--- config.mk ---
export PLATFORM = sky130hd
export DESIGN_NAME = rtc_three_wire_bcd_master_top
export DESIGN_NICKNAME = d
export VERILOG_FILES = /design/src/sv/rtc3w_pkg.sv /design/src/sv/rtc3w_core.sv /design/src/sv/rtc3w_out_buf.sv /design/src/sv/rtc_three_wire_bcd_master_top.sv
export SDC_FILE = /design/constraint.sdc
export NUM_CORES = 1
export LEC_CHECK = 0
export ABC_AREA = 0
export BUFFER_PORTS_ARGS = -buffer_cell sky130_fd_sc_hd__buf_4
export CAP_MARGIN = 20
export CORE_ASPECT_RATIO = 1.5
export CORE_UTILIZATION = 40
export DETAILED_ROUTE_END_ITERATION = 7
export PLACE_DENSITY_LB_ADDON = 0.08
export SLEW_MARGIN = 40
export SYNTH_ARGS = -nofsm -noshare
export SYNTH_HDL_FRONTEND = slang
export SYNTH_SLANG_ARGS = --single-unit
--- constraint.sdc ---
create_clock -name clk -period 2.5 [get_ports clk]
set_clock_uncertainty 0.05 [all_clocks]
set_input_delay 0 -clock clk [delete_from_list [all_inputs] [get_ports clk]]
set_output_delay 0 -clock clk [all_outputs]
set_load 0.01 [all_outputs]
--- src/sv/rtc3w_pkg.sv ---
// Types, codes and BCD helper functions shared by the three-wire clock master.
package rtc3w_pkg;

    // Kind of input transfer (carried on tuser)
    localparam logic [1:0] MODE_READ  = 2'd0;
    localparam logic [1:0] MODE_WRITE = 2'd1;
    localparam logic [1:0] MODE_TICK  = 2'd2;

    // Time field selectors
    localparam logic [2:0] FIELD_SECOND = 3'd0;
    localparam logic [2:0] FIELD_MINUTE = 3'd1;
    localparam logic [2:0] FIELD_HOUR   = 3'd2;
    localparam logic [2:0] FIELD_DAY    = 3'd3;
    localparam logic [2:0] FIELD_DATE   = 3'd4;
    localparam logic [2:0] FIELD_MONTH  = 3'd5;
    localparam logic [2:0] FIELD_YEAR   = 3'd6;
    localparam logic [2:0] FIELD_NONE   = 3'd7;

    // Hour modes
    localparam logic [1:0] HF_24H    = 2'd0;
    localparam logic [1:0] HF_12H_AM = 2'd1;
    localparam logic [1:0] HF_12H_PM = 2'd2;
    localparam logic [1:0] HF_BAD    = 2'd3;

    // BCD tens masks and flag bits
    localparam logic [7:0] TENS_SEC   = 8'h70;
    localparam logic [7:0] TENS_DATE  = 8'h30;
    localparam logic [7:0] TENS_MONTH = 8'h10;
    localparam logic [7:0] TENS_YEAR  = 8'hF0;
    localparam logic [7:0] ONES_MASK  = 8'h0F;
    localparam logic [7:0] FLAG_12H   = 8'h80;
    localparam logic [7:0] FLAG_12PM  = 8'hA0;
    localparam logic [7:0] DAY_MASK   = 8'h07;
    localparam int unsigned PM_BIT    = 5;
    localparam int unsigned MODE_BIT  = 7;

    // Command byte base; register index in bits 5:1, read flag in bit 0
    localparam logic [7:0] CMD_BASE = 8'h80;

    localparam int unsigned PHASE_W    = 5;
    localparam logic [4:0]  LAST_PHASE = 5'd15;

    localparam int unsigned OUT_W = 16;

    typedef struct packed {
        logic [1:0] mode;
        logic [2:0] field;
        logic [6:0] value;
        logic [1:0] hr_mode;
        logic       io_in;
    } item_t;

    typedef struct packed {
        logic [1:0] read_hr_mode;
        logic [7:0] read_value;
        logic       done_res;
        logic       busy_res;
        logic       chip_enable;
        logic       io_drive;
        logic       io_out;
        logic       sclk;
    } result_t;

    // Binary to BCD; tens by reciprocal multiply (exact for v below 128)
    function automatic logic [7:0] bcd_encode(input logic [6:0] v, input logic [7:0] tens_mask);
        logic [14:0] prod;
        logic [3:0]  tens;
        logic [6:0]  tens_x10;
        logic [3:0]  ones;
        prod     = 15'(v) * 15'd205;
        tens     = prod[14:11];
        tens_x10 = 7'({3'b000, tens} * 7'd10);
        ones     = 4'(v - tens_x10);
        return ((8'(tens) << 4) & tens_mask) | {4'b0000, ones};
    endfunction

    function automatic logic [7:0] bcd_decode(input logic [7:0] b, input logic [7:0] tens_mask);
        logic [3:0] tens;
        tens = 4'((b & tens_mask) >> 4);
        return (b & ONES_MASK) + 8'(8'(tens) * 8'd10);
    endfunction

    function automatic logic [7:0] cmd_code(input logic [2:0] field, input logic rd);
        logic [4:0] idx;
        case (field)
            FIELD_SECOND: idx = 5'd0;
            FIELD_MINUTE: idx = 5'd1;
            FIELD_HOUR:   idx = 5'd2;
            FIELD_DAY:    idx = 5'd5;
            FIELD_DATE:   idx = 5'd3;
            FIELD_MONTH:  idx = 5'd4;
            default:      idx = 5'd6;
        endcase
        return CMD_BASE | {2'b00, idx, rd};
    endfunction

    function automatic logic [7:0] write_data(input logic [2:0] field, input logic [6:0] v,
                                              input logic [1:0] hf);
        logic [7:0] d;
        case (field)
            FIELD_SECOND, FIELD_MINUTE: d = bcd_encode(v, TENS_SEC);
            FIELD_HOUR:
            begin
                case (hf)
                    HF_12H_AM: d = bcd_encode(v, TENS_MONTH) | FLAG_12H;
                    HF_12H_PM: d = bcd_encode(v, TENS_MONTH) | FLAG_12PM;
                    default:   d = bcd_encode(v, TENS_DATE);
                endcase
            end
            FIELD_DAY:    d = {1'b0, v} & DAY_MASK;
            FIELD_DATE:   d = bcd_encode(v, TENS_DATE);
            FIELD_MONTH:  d = bcd_encode(v, TENS_MONTH);
            default:      d = bcd_encode(v, TENS_YEAR);
        endcase
        return d;
    endfunction

endpackage

--- src/sv/rtc3w_core.sv ---
// Transfer state and single-pass next-state and pin logic for one input item.
module rtc3w_core (
    input  logic              clk,
    input  logic              rst_n,
    input  logic              step,
    input  rtc3w_pkg::item_t  item,
    output rtc3w_pkg::result_t result
);

    logic       active_reg, active_next;
    logic       is_read_reg, is_read_next;
    logic [2:0] field_reg, field_next;
    logic [rtc3w_pkg::PHASE_W-1:0] phase_reg, phase_next;
    logic       clk_high_reg, clk_high_next;
    logic [15:0] shift_out_reg, shift_out_next;
    logic [7:0] shift_in_reg, shift_in_next;
    logic [7:0] dec_value_reg, dec_value_next;
    logic [1:0] dec_format_reg, dec_format_next;

    logic is_req;
    logic rd_req;
    logic start;
    logic tick;
    logic data_phase;
    logic done;
    logic drive;

    assign is_req = (item.mode == rtc3w_pkg::MODE_READ) || (item.mode == rtc3w_pkg::MODE_WRITE);
    assign rd_req = (item.mode == rtc3w_pkg::MODE_READ);
    assign start  = is_req && !active_reg && (item.field != rtc3w_pkg::FIELD_NONE)
                    && !(!rd_req && item.field == rtc3w_pkg::FIELD_HOUR
                         && item.hr_mode == rtc3w_pkg::HF_BAD);
    assign tick   = (item.mode == rtc3w_pkg::MODE_TICK) && active_reg;
    assign data_phase = is_read_reg && (phase_reg[4] || phase_reg[3]);

    always_comb
    begin
        active_next     = active_reg;
        is_read_next    = is_read_reg;
        field_next      = field_reg;
        phase_next      = phase_reg;
        clk_high_next   = clk_high_reg;
        shift_out_next  = shift_out_reg;
        shift_in_next   = shift_in_reg;
        dec_value_next  = dec_value_reg;
        dec_format_next = dec_format_reg;
        done            = 1'b0;

        if (start)
        begin
            active_next    = 1'b1;
            is_read_next   = rd_req;
            field_next     = item.field;
            phase_next     = '0;
            clk_high_next  = 1'b0;
            shift_in_next  = '0;
            shift_out_next = {rd_req ? 8'h00
                                     : rtc3w_pkg::write_data(item.field, item.value,
                                                             item.hr_mode),
                              rtc3w_pkg::cmd_code(item.field, rd_req)};
        end
        else if (tick)
        begin
            if (!clk_high_reg)
            begin
                // rising edge: sample the pin during the read data phase
                if (data_phase)
                    shift_in_next = {item.io_in, shift_in_reg[7:1]};
                clk_high_next = 1'b1;
            end
            else
            begin
                clk_high_next  = 1'b0;
                shift_out_next = shift_out_reg >> 1;
                phase_next     = phase_reg + 1'b1;
                if (phase_reg == rtc3w_pkg::LAST_PHASE)
                begin
                    active_next = 1'b0;
                    phase_next  = '0;
                    done        = 1'b1;
                    if (is_read_reg)
                    begin
                        case (field_reg)
                            rtc3w_pkg::FIELD_SECOND, rtc3w_pkg::FIELD_MINUTE:
                                dec_value_next = rtc3w_pkg::bcd_decode(shift_in_reg,
                                                                       rtc3w_pkg::TENS_SEC);
                            rtc3w_pkg::FIELD_HOUR:
                            begin
                                if (shift_in_reg[rtc3w_pkg::MODE_BIT])
                                begin
                                    dec_format_next = shift_in_reg[rtc3w_pkg::PM_BIT]
                                                      ? rtc3w_pkg::HF_12H_PM
                                                      : rtc3w_pkg::HF_12H_AM;
                                    dec_value_next  = rtc3w_pkg::bcd_decode(shift_in_reg,
                                                                 rtc3w_pkg::TENS_MONTH);
                                end
                                else
                                begin
                                    dec_format_next = rtc3w_pkg::HF_24H;
                                    dec_value_next  = rtc3w_pkg::bcd_decode(shift_in_reg,
                                                                 rtc3w_pkg::TENS_DATE);
                                end
                            end
                            rtc3w_pkg::FIELD_DAY:
                                dec_value_next = shift_in_reg & rtc3w_pkg::DAY_MASK;
                            rtc3w_pkg::FIELD_DATE:
                                dec_value_next = rtc3w_pkg::bcd_decode(shift_in_reg,
                                                                       rtc3w_pkg::TENS_DATE);
                            rtc3w_pkg::FIELD_MONTH:
                                dec_value_next = rtc3w_pkg::bcd_decode(shift_in_reg,
                                                                       rtc3w_pkg::TENS_MONTH);
                            default:
                                dec_value_next = rtc3w_pkg::bcd_decode(shift_in_reg,
                                                                       rtc3w_pkg::TENS_YEAR);
                        endcase
                    end
                end
            end
        end
    end

    // Pin levels follow the state left by this item
    assign drive = active_next && !(is_read_next && (phase_next[4] || phase_next[3]));

    always_comb
    begin
        result.sclk         = clk_high_next;
        result.io_out       = drive & shift_out_next[0];
        result.io_drive     = drive;
        result.chip_enable  = active_next;
        result.busy_res     = active_next;
        result.done_res     = done;
        result.read_value   = dec_value_next;
        result.read_hr_mode = dec_format_next;
    end

    always_ff @(posedge clk or negedge rst_n)
    begin
        if (!rst_n)
        begin
            active_reg     <= 1'b0;
            is_read_reg    <= 1'b0;
            field_reg      <= '0;
            phase_reg      <= '0;
            clk_high_reg   <= 1'b0;
            shift_out_reg  <= '0;
            shift_in_reg   <= '0;
            dec_value_reg  <= '0;
            dec_format_reg <= '0;
        end
        else if (step)
        begin
            active_reg     <= active_next;
            is_read_reg    <= is_read_next;
            field_reg      <= field_next;
            phase_reg      <= phase_next;
            clk_high_reg   <= clk_high_next;
            shift_out_reg  <= shift_out_next;
            shift_in_reg   <= shift_in_next;
            dec_value_reg  <= dec_value_next;
            dec_format_reg <= dec_format_next;
        end
    end

endmodule

--- src/sv/rtc3w_out_buf.sv ---
// Two-entry result register with skid stage between core and output stream.
module rtc3w_out_buf #(
    parameter int unsigned WIDTH = 16
) (
    input  logic             clk,
    input  logic             rst_n,
    input  logic             in_valid,
    output logic             in_ready,
    input  logic [WIDTH-1:0] in_data,
    output logic             out_valid,
    input  logic             out_ready,
    output logic [WIDTH-1:0] out_data
);

    logic             main_valid_reg, main_valid_next;
    logic [WIDTH-1:0] main_data_reg, main_data_next;
    logic             skid_valid_reg, skid_valid_next;
    logic [WIDTH-1:0] skid_data_reg, skid_data_next;
    logic             push;
    logic             pop;

    assign in_ready  = !skid_valid_reg;
    assign push      = in_valid && in_ready;
    assign pop       = main_valid_reg && out_ready;
    assign out_valid = main_valid_reg;
    assign out_data  = main_data_reg;

    always_comb
    begin
        main_valid_next = main_valid_reg;
        main_data_next  = main_data_reg;
        skid_valid_next = skid_valid_reg;
        skid_data_next  = skid_data_reg;
        if (pop)
        begin
            if (skid_valid_reg)
            begin
                // advance the held result
                main_data_next  = skid_data_reg;
                skid_valid_next = 1'b0;
            end
            else
            begin
                main_valid_next = push;
                main_data_next  = in_data;
            end
        end
        else if (push)
        begin
            if (!main_valid_reg)
            begin
                main_valid_next = 1'b1;
                main_data_next  = in_data;
            end
            else
            begin
                skid_valid_next = 1'b1;
                skid_data_next  = in_data;
            end
        end
    end

    always_ff @(posedge clk or negedge rst_n)
    begin
        if (!rst_n)
        begin
            main_valid_reg <= 1'b0;
            skid_valid_reg <= 1'b0;
        end
        else
        begin
            main_valid_reg <= main_valid_next;
            skid_valid_reg <= skid_valid_next;
        end
    end

    always_ff @(posedge clk)
    begin
        main_data_reg <= main_data_next;
        skid_data_reg <= skid_data_next;
    end

endmodule

--- src/sv/rtc_three_wire_bcd_master_top.sv ---
// Top level of the three-wire clock-chip master with BCD field coding.
//
//  channel   dir  tdata                                         tuser
//  s_axis    in   field, value, hr_mode, io_in (16 bits)        mode (2 bits)
//  m_axis    out  pins, flags, read_value, read_hr_mode         -
//
// One result per input transfer; a transfer can be taken every cycle while s_axis_tready is high.
// The result is registered in the main result register (or in the skid stage while it is full) before m_axis.
// A skid stage keeps s_axis_tready high while one result waits; it drops only
// when two results are held.
// Reset clears the transfer state and the decoded read value and hour mode.
module rtc_three_wire_bcd_master_top (
    input  logic        clk,
    input  logic        rst_n,
    input  logic        s_axis_tvalid,
    output logic        s_axis_tready,
    input  logic [15:0] s_axis_tdata,   // field[2:0], value[9:3], hr_mode[11:10],
                                        // io_in[12], zero[15:13]
    input  logic [1:0]  s_axis_tuser,   // mode[1:0]
    output logic        m_axis_tvalid,
    input  logic        m_axis_tready,
    output logic [15:0] m_axis_tdata    // sclk[0], io_out[1], io_drive[2], chip_enable[3],
                                        // busy_res[4], done_res[5], read_value[13:6],
                                        // read_hr_mode[15:14]
);

    rtc3w_pkg::item_t   item;
    rtc3w_pkg::result_t result;
    logic               step;
    logic [rtc3w_pkg::OUT_W-1:0] res_data;

    assign step = s_axis_tvalid && s_axis_tready;

    always_comb
    begin
        item.mode    = s_axis_tuser;
        item.field   = s_axis_tdata[2:0];
        item.value   = s_axis_tdata[9:3];
        item.hr_mode = s_axis_tdata[11:10];
        item.io_in   = s_axis_tdata[12];
    end

    rtc3w_core u_core (
        .clk    (clk),
        .rst_n  (rst_n),
        .step   (step),
        .item   (item),
        .result (result)
    );

    assign res_data = {result.read_hr_mode, result.read_value, result.done_res,
                       result.busy_res, result.chip_enable, result.io_drive,
                       result.io_out, result.sclk};

    rtc3w_out_buf #(
        .WIDTH (rtc3w_pkg::OUT_W)
    ) u_out_buf (
        .clk       (clk),
        .rst_n     (rst_n),
        .in_valid  (s_axis_tvalid),
        .in_ready  (s_axis_tready),
        .in_data   (res_data),
        .out_valid (m_axis_tvalid),
        .out_ready (m_axis_tready),
        .out_data  (m_axis_tdata)
    );

    a_stall_has_result: assert property (@(posedge clk) disable iff (!rst_n)
        !s_axis_tready |-> m_axis_tvalid)
        else $error("input stalled with no result held");

    a_accept_gives_result: assert property (@(posedge clk) disable iff (!rst_n)
        (s_axis_tvalid && s_axis_tready) |=> m_axis_tvalid)
        else $error("accepted transfer left no result");

    a_drive_in_transfer: assert property (@(posedge clk) disable iff (!rst_n)
        result.io_drive |-> result.chip_enable)
        else $error("data pin driven outside a transfer");

    a_done_ends_transfer: assert property (@(posedge clk) disable iff (!rst_n)
        result.done_res |-> (!result.chip_enable && !result.sclk))
        else $error("done raised while transfer still open");

endmodule
### After elaboration in Yosys (flattened, before gate mapping)

Index checks and enable logic that the tools add are counted.

| storage, ports and cells | value |
|---|---|
| register bits | 79 |
| latch bits | 0 |
| bits in writable memories | 0 |
| memory bits (read-only) | 0 |
| bits of input ports | 22 |
| output and inout bits | 18 |
| word-level logic and storage cells | 141 |
| memories kept | 0 |

| cells by class | value |
|---|---|
| $add $sub $neg | 6 |
| multipliers | 6 |
| div/mod/pow operators | 0 |
| magnitude comparators | 0 |
| eq/ne operators | 20 |
| shifts and indexed selects | 0 |
| multiplexer cells | 52 |
| bitwise logic cells | 6 |
| reductions and logical operators | 36 |

Operator list:

| kind | count |
|---|---|
| $mux 16 | 7 |
| $mux 8 | 11 |
| $pmux 8 s5 | 2 |
| $add 4x8->8 | 4 |
| $mux 5 | 4 |
| $mux 1 | 18 |
| $pmux 3 s6 | 1 |
| $mux 2 | 8 |
| $pmux 8 s2 | 1 |
| $mul 7x8->15 const B | 1 |
| $eq 3x2->1 const B | 4 |
| $eq 3x3->1 const B | 4 |
| $logic_and 1x1->1 | 11 |
| $reduce_bool 2->1 | 5 |
| $or 8x4->8 | 1 |
| $reduce_and 2->1 | 4 |
| $mul 4x3->7 const B | 1 |
| $or 7x4->7 | 1 |
| $eq 2x2->1 const B | 3 |
| $eq 3x1->1 const B | 2 |
| $logic_not 3->1 | 2 |
| $mul 3x3->6 const B | 1 |
| $ne 2x2->1 const B | 3 |
| $or 6x4->6 | 1 |
| other kinds (17) | 26 |

### Longest topological paths before layout

| depth | value |
|---|---|
| depth in word-level cells | 15 |
| mapped depth | 18 |
| mapped depth without buffers | 17 |

### Modules after synthesis

A second synthesis with hierarchy kept.

| unflattened totals | value |
|---|---|
| cells, all modules | 483 |
| area total of the unflattened synthesis | 5,253.8 sq um |

By module, submodules not included:

| module | instances | cells each | area each (sq um) | sequential area each (sq um) |
|---|---|---|---|---|
| rtc3w_core | 1 | 420 | 3,941.3 | 1,126.1 |
| rtc3w_out_buf | 1 | 62 | 1,306.3 | 1,011.0 |
| rtc_three_wire_bcd_master_top | 1 | 1 | 6.3 | 0.0 |

### Worst setup path before layout

Ideal clock, no wire load.

| timing path | value |
|---|---|
| kind | input to register |
| start | input s_axis_tdata[7] |
| end | register u_core.shift_out_reg[11] |
| setup time | 135 ps |
| arrival | 3,609 ps |
| required time | 2,315 ps |
| setup slack | -1,294 ps |
| stages | 17 |
| path buffers | 0 |
| path through | ha_1 -> ha_1 -> fa_1 -> inv_1 -> fa_1 -> inv_1 -> ha_1 -> a21oi_1 -> a211o_1 -> a21oi_1 -> xnor2_1 -> ha_1 -> fa_1 -> xor2_1 -> xnor2_1 -> xnor2_1 -> o32ai_1 |

| on the way | value |
|---|---|
| word-level cells in the longest chain between the ends | 8 |
| elaborated cells between the ends (all ways) | 11 |
| those cells by class | add/sub (1); mul (2); mux (4); bitwise (4) |

Ends and longest elaborated chain:

| item | RTL line | text |
|---|---|---|
| start, declared | rtc_three_wire_bcd_master_top.sv:17 | `input logic [15:0] s_axis_tdata,` |
| $mul 7x8->15 * | rtc3w_pkg.sv:70 | `prod = 15'(v) * 15'd205;` |
| $mul 4x3->3 * | rtc3w_pkg.sv:72 | `tens_x10 = 7'({3'b000, tens} * 7'd10);` |
| $sub 4x4->4 * | rtc3w_pkg.sv:73 | `ones = 4'(v - tens_x10);` |
| $or 6x4->6 / $or 5x4->5 (equally long branches) | rtc3w_pkg.sv:74 | `return ((8'(tens) << 4) & tens_mask) \| {4'b0000, ones};` |
| $pmux 8 s2 | rtc3w_pkg.sv:104 | `case (hf)` |
| $pmux 8 s5 * | rtc3w_pkg.sv:100 | `case (field)` |
| $mux 8 * | rtc3w_core.sv:57 | `shift_out_next = {rd_req ? 8'h00` |
| $mux 16 * | rtc3w_core.sv:49 | `if (start)` |
| end signal, assigned | rtc3w_core.sv:158 | `shift_out_reg <= shift_out_next;` |
| end, declared | rtc3w_core.sv:15 | `logic [15:0] shift_out_reg, shift_out_next;` |

Every way passes the cells marked *; elsewhere a longest branch is shown, timed or not.
A chain may end at the register's enable or synchronous reset.

### Worst setup path in the final report

Same ends and word-level chain as after synthesis.

==> results.sh <==
export IMPL_clkSinkCount=77
export IMPL_drive_above_1_share_pct=32.1
export IMPL_ir_drop_mv=0.367
export IMPL_ant_nets=0
export IMPL_placed_area_mm2=0.00610
export IMPL_antenna_found_initial=0
export IMPL_drv_slew=0
export IMPL_vias=4248
export IMPL_syn_area_mm2=0.00516
export IMPL_rr_endpoint="u_out_buf.out_data[13]"
export IMPL_core_region_area_mm2=0.0125
export IMPL_antenna_cells=0
export IMPL_final_common_cell="buf_4"
export IMPL_worstSetupPathType="input pin to flip-flop"
export IMPL_synth_simple_area_share_pct=13.5
export IMPL_largest_reg_flops=16
export IMPL_yosysSeqAreaShare_pct=40.2
export IMPL_grt_pass1_wl_mm=21.5
export IMPL_wl_per_cell_um=16.7
export IMPL_critPathBufInv=3
export IMPL_rrSetupSlack_ps=-220
export IMPL_final_cell_mix="buf_4, dfrtp_1, nand2_1"
export IMPL_synth_nets=589
export IMPL_ctsHtreeMaxLevel=3
export IMPL_nNetsFinal=693
export IMPL_io_buffer_count=36
export IMPL_hpwlAfterDp_mm=9.75
export IMPL_worst_path_max_delay_cell="fa_1"
export IMPL_synth_top_family_by_area="compound AO/OA/AOI/OAI gates"
export IMPL_end_kind="flip-flop"
export IMPL_period_needed_ps=3460
export IMPL_via_per_inst=5.52
export IMPL_layout_cells_non_filler=770
export IMPL_cp_arrival_ps=3630
export IMPL_synth_edff_count=30
export IMPL_startpoint_type="input pin"
export IMPL_postSynthAreaPerCell_um2=10.2
export IMPL_synthAdderAreaFrac_pct=16.8
export IMPL_synth_cells=505
export IMPL_fp_dieH_um=141
export IMPL_min_to="u_core.active_reg"
export IMPL_fin_crit_sh_pct=138
export IMPL_clk_pin_slew_ps=60
export IMPL_finalWeightedCongestion=0.821
export IMPL_drt_pass1_iterations=4
export IMPL_relSlewSlack_pct=54.7
export IMPL_synthArstFlopShare_pct=61.0
export IMPL_yosys_register_bits=77
export IMPL_syn_to_final_growth_pct=31.6
export IMPL_critical_path_required_ps=2670
export IMPL_final_setup_tns_ps=-4220
export IMPL_reg2reg_depth=10
export IMPL_clk_latency_ps=340
export IMPL_slowest_delay_ps=490
export IMPL_maxCapViolCount=0
export IMPL_muxShareOfSynthArea_pct=3.78
export IMPL_violations="setup timing"
export IMPL_crit_family="adder cells"
export IMPL_clockBufferDepth=2
export IMPL_die_x_um=94.8
export IMPL_finalWorstSetupSlack_ps=-960
export IMPL_drc=0
export IMPL_hold_path_depth=4
export IMPL_worst_hold_startpoint="s_axis_tuser[1]"
export IMPL_cts_root_buf="clkbuf_16"
export IMPL_reg2reg_from="u_core.shift_in_reg[7]"
export IMPL_synthXorXnorAreaFrac_pct=2.71
export IMPL_cts_tree="done"
export IMPL_grt_overflow_total=0
export IMPL_drt_initial_drc_count=184
export IMPL_io_pins=40
export IMPL_min_path_type="input pin to flip-flop"
export IMPL_synth_compound_area_share_pct=18.9
export IMPL_cp_cell_sequence="buf_8 -> ha_4 -> fa_1 -> ha_1 -> inv_1 -> fa_1 -> inv_2 -> ha_4 -> nand3_2 -> a211o_1 -> a21oi_2 -> xnor2_1 -> ha_2 -> fa_2 -> xor2_1 -> xnor2_1 -> xnor2_1 -> o32ai_1"
export IMPL_stdcell_area_mm2=0.00680
export IMPL_dpl_cell_count=737
export IMPL_synth_top_flop_cell="dfrtp_1"
export IMPL_start_util_pct=41.3
export IMPL_cpMostUsedCell="xnor2_1"
export IMPL_track_usage_pct=20.7
export IMPL_yosysUniqueCellTypes=73
export IMPL_crit_fanout=3
export IMPL_fmax_mhz=289
export IMPL_num_rows=50
export IMPL_grt_max_degree=48
export IMPL_synth_warnings=0
export IMPL_grt_pass1_vias=4423
export IMPL_setup_viol=13
export IMPL_hold_viol=0
export IMPL_status="finished with violations"
export IMPL_detail_route_wirelength_mm=12.9
export IMPL_leakage_nw=3.06
export IMPL_cts_buffers=9
export IMPL_powerDensity_mw_per_mm2=718
export IMPL_tightest_slew_ps=678
export IMPL_rsz0062_at_grt="true"
export IMPL_startpoint="s_axis_tdata[7]"
export IMPL_die_area_mm2=0.0134
==> cells by family (layout without fill, tap and decap cells) <==
logic type	Yosys count	in the layout
multiplexers	18	18
flip-flops	77	77
AND/OR/NAND/NOR	135	135
XOR/XNOR	16	16
buffers and inverters	52	161
AO/OA/AOI/OAI	144	144
adder cells (fa/ha/maj)	63	63
==> repair_timing <==
item / in CTS / in global routing
setup buffers: 6 / 7
resized for setup: 28 / 28
endpoints found under the setup margin: 18 / 20
hold buffers: 9 / 0
pin swaps: 31 / 16
endpoints found under the hold margin: 55 / 0
gates cloned: 0 / 0
==> worst min-delay path, delay by kind of cell <==
| family | cells | cell delay, ps |
|---|---|---|
| buf+inv | 1 | 140 |
| simple gates | 3 | 300 |
==> through the flow <==
| step | util (%) | setup WS [ps] | hold WS, ps | power [mW] |
|---|---|---|---|---|
| CTS | 53.1 | -979 | 76.2 | 4.85 |
| global route | 54.3 | -1130 | 105 | 5.21 |
| finish | 54.3 | -960 | 81.0 | 4.88 |
| detailed placement | 48.8 | -1420 | 18.9 | 3.54 |
| global placement | 48.8 | -1380 | 12.1 | 3.50 |
| floorplan | - | -1170 | -346 | 2.88 |
==> metal layers <==
layer | GRT usage [%] | wire length [um]
met5 | 0 | 0
met1 | 22.9 | 5050
met4 | 8.21 | 327
met3 | 2.97 | 303
met2 | 38.7 | 7190
==> Yosys cell counts, drive strengths merged, types with 4 or more instances <==
cell type | count | area share, %
a211oi | 5 | 0.73
mux2i | 6 | 1.2
nor2 | 39 | 2.9
nor3 | 8 | 0.99
o21ai | 34 | 3.3
xor2 | 5 | 0.85
xnor2 | 11 | 1.9
edfxtp | 30 | 17
fa | 11 | 4.3
a22o | 14 | 2.4
inv | 34 | 2.5
a21o | 11 | 1.6
dfrtp | 47 | 23
nor2b | 4 | 0.48
o31ai | 4 | 0.68
buf | 8 | 0.85
or2 | 4 | 0.48
a31oi | 7 | 0.97
nand3 | 8 | 0.87
ha | 51 | 12
nand2 | 46 | 3.6
nand2b | 7 | 0.85
a21oi | 35 | 3.5
mux2 | 12 | 2.6
clkbuf | 10 | 0.75
==> cell type report <==
type	count	area, um2
tap	156	195
sequential	77	2080
clock inverter	6	38.8
inverter	34	130
multi-input combinational	376	3220
clock buffer	10	239
fill	1133	5710
timing repair buffer	111	893
==> how the worst max path moves through the flow <==
stage          slack (ps)  cells after the start                  endpoint
2_1_floorplan       -1170                     17  u_core.shift_out_reg[11]
3_3_place_gp        -1380                     18  u_core.shift_out_reg[11]
3_5_place_dp        -1420                     18  u_core.shift_out_reg[11]
4_1_cts              -980                     18  u_core.shift_out_reg[11]
5_1_grt             -1130                     18  u_core.shift_out_reg[11]
6_report             -960                     18  u_core.shift_out_reg[11]
==> power by group <==
group          switching (mW)  total (mW)  internal [mW]
clock network           0.522        1.22          0.695
logic                   0.959        1.88          0.922
registers               0.156        1.78           1.62
No activity file was read; power rests on OpenSTA's default activity.
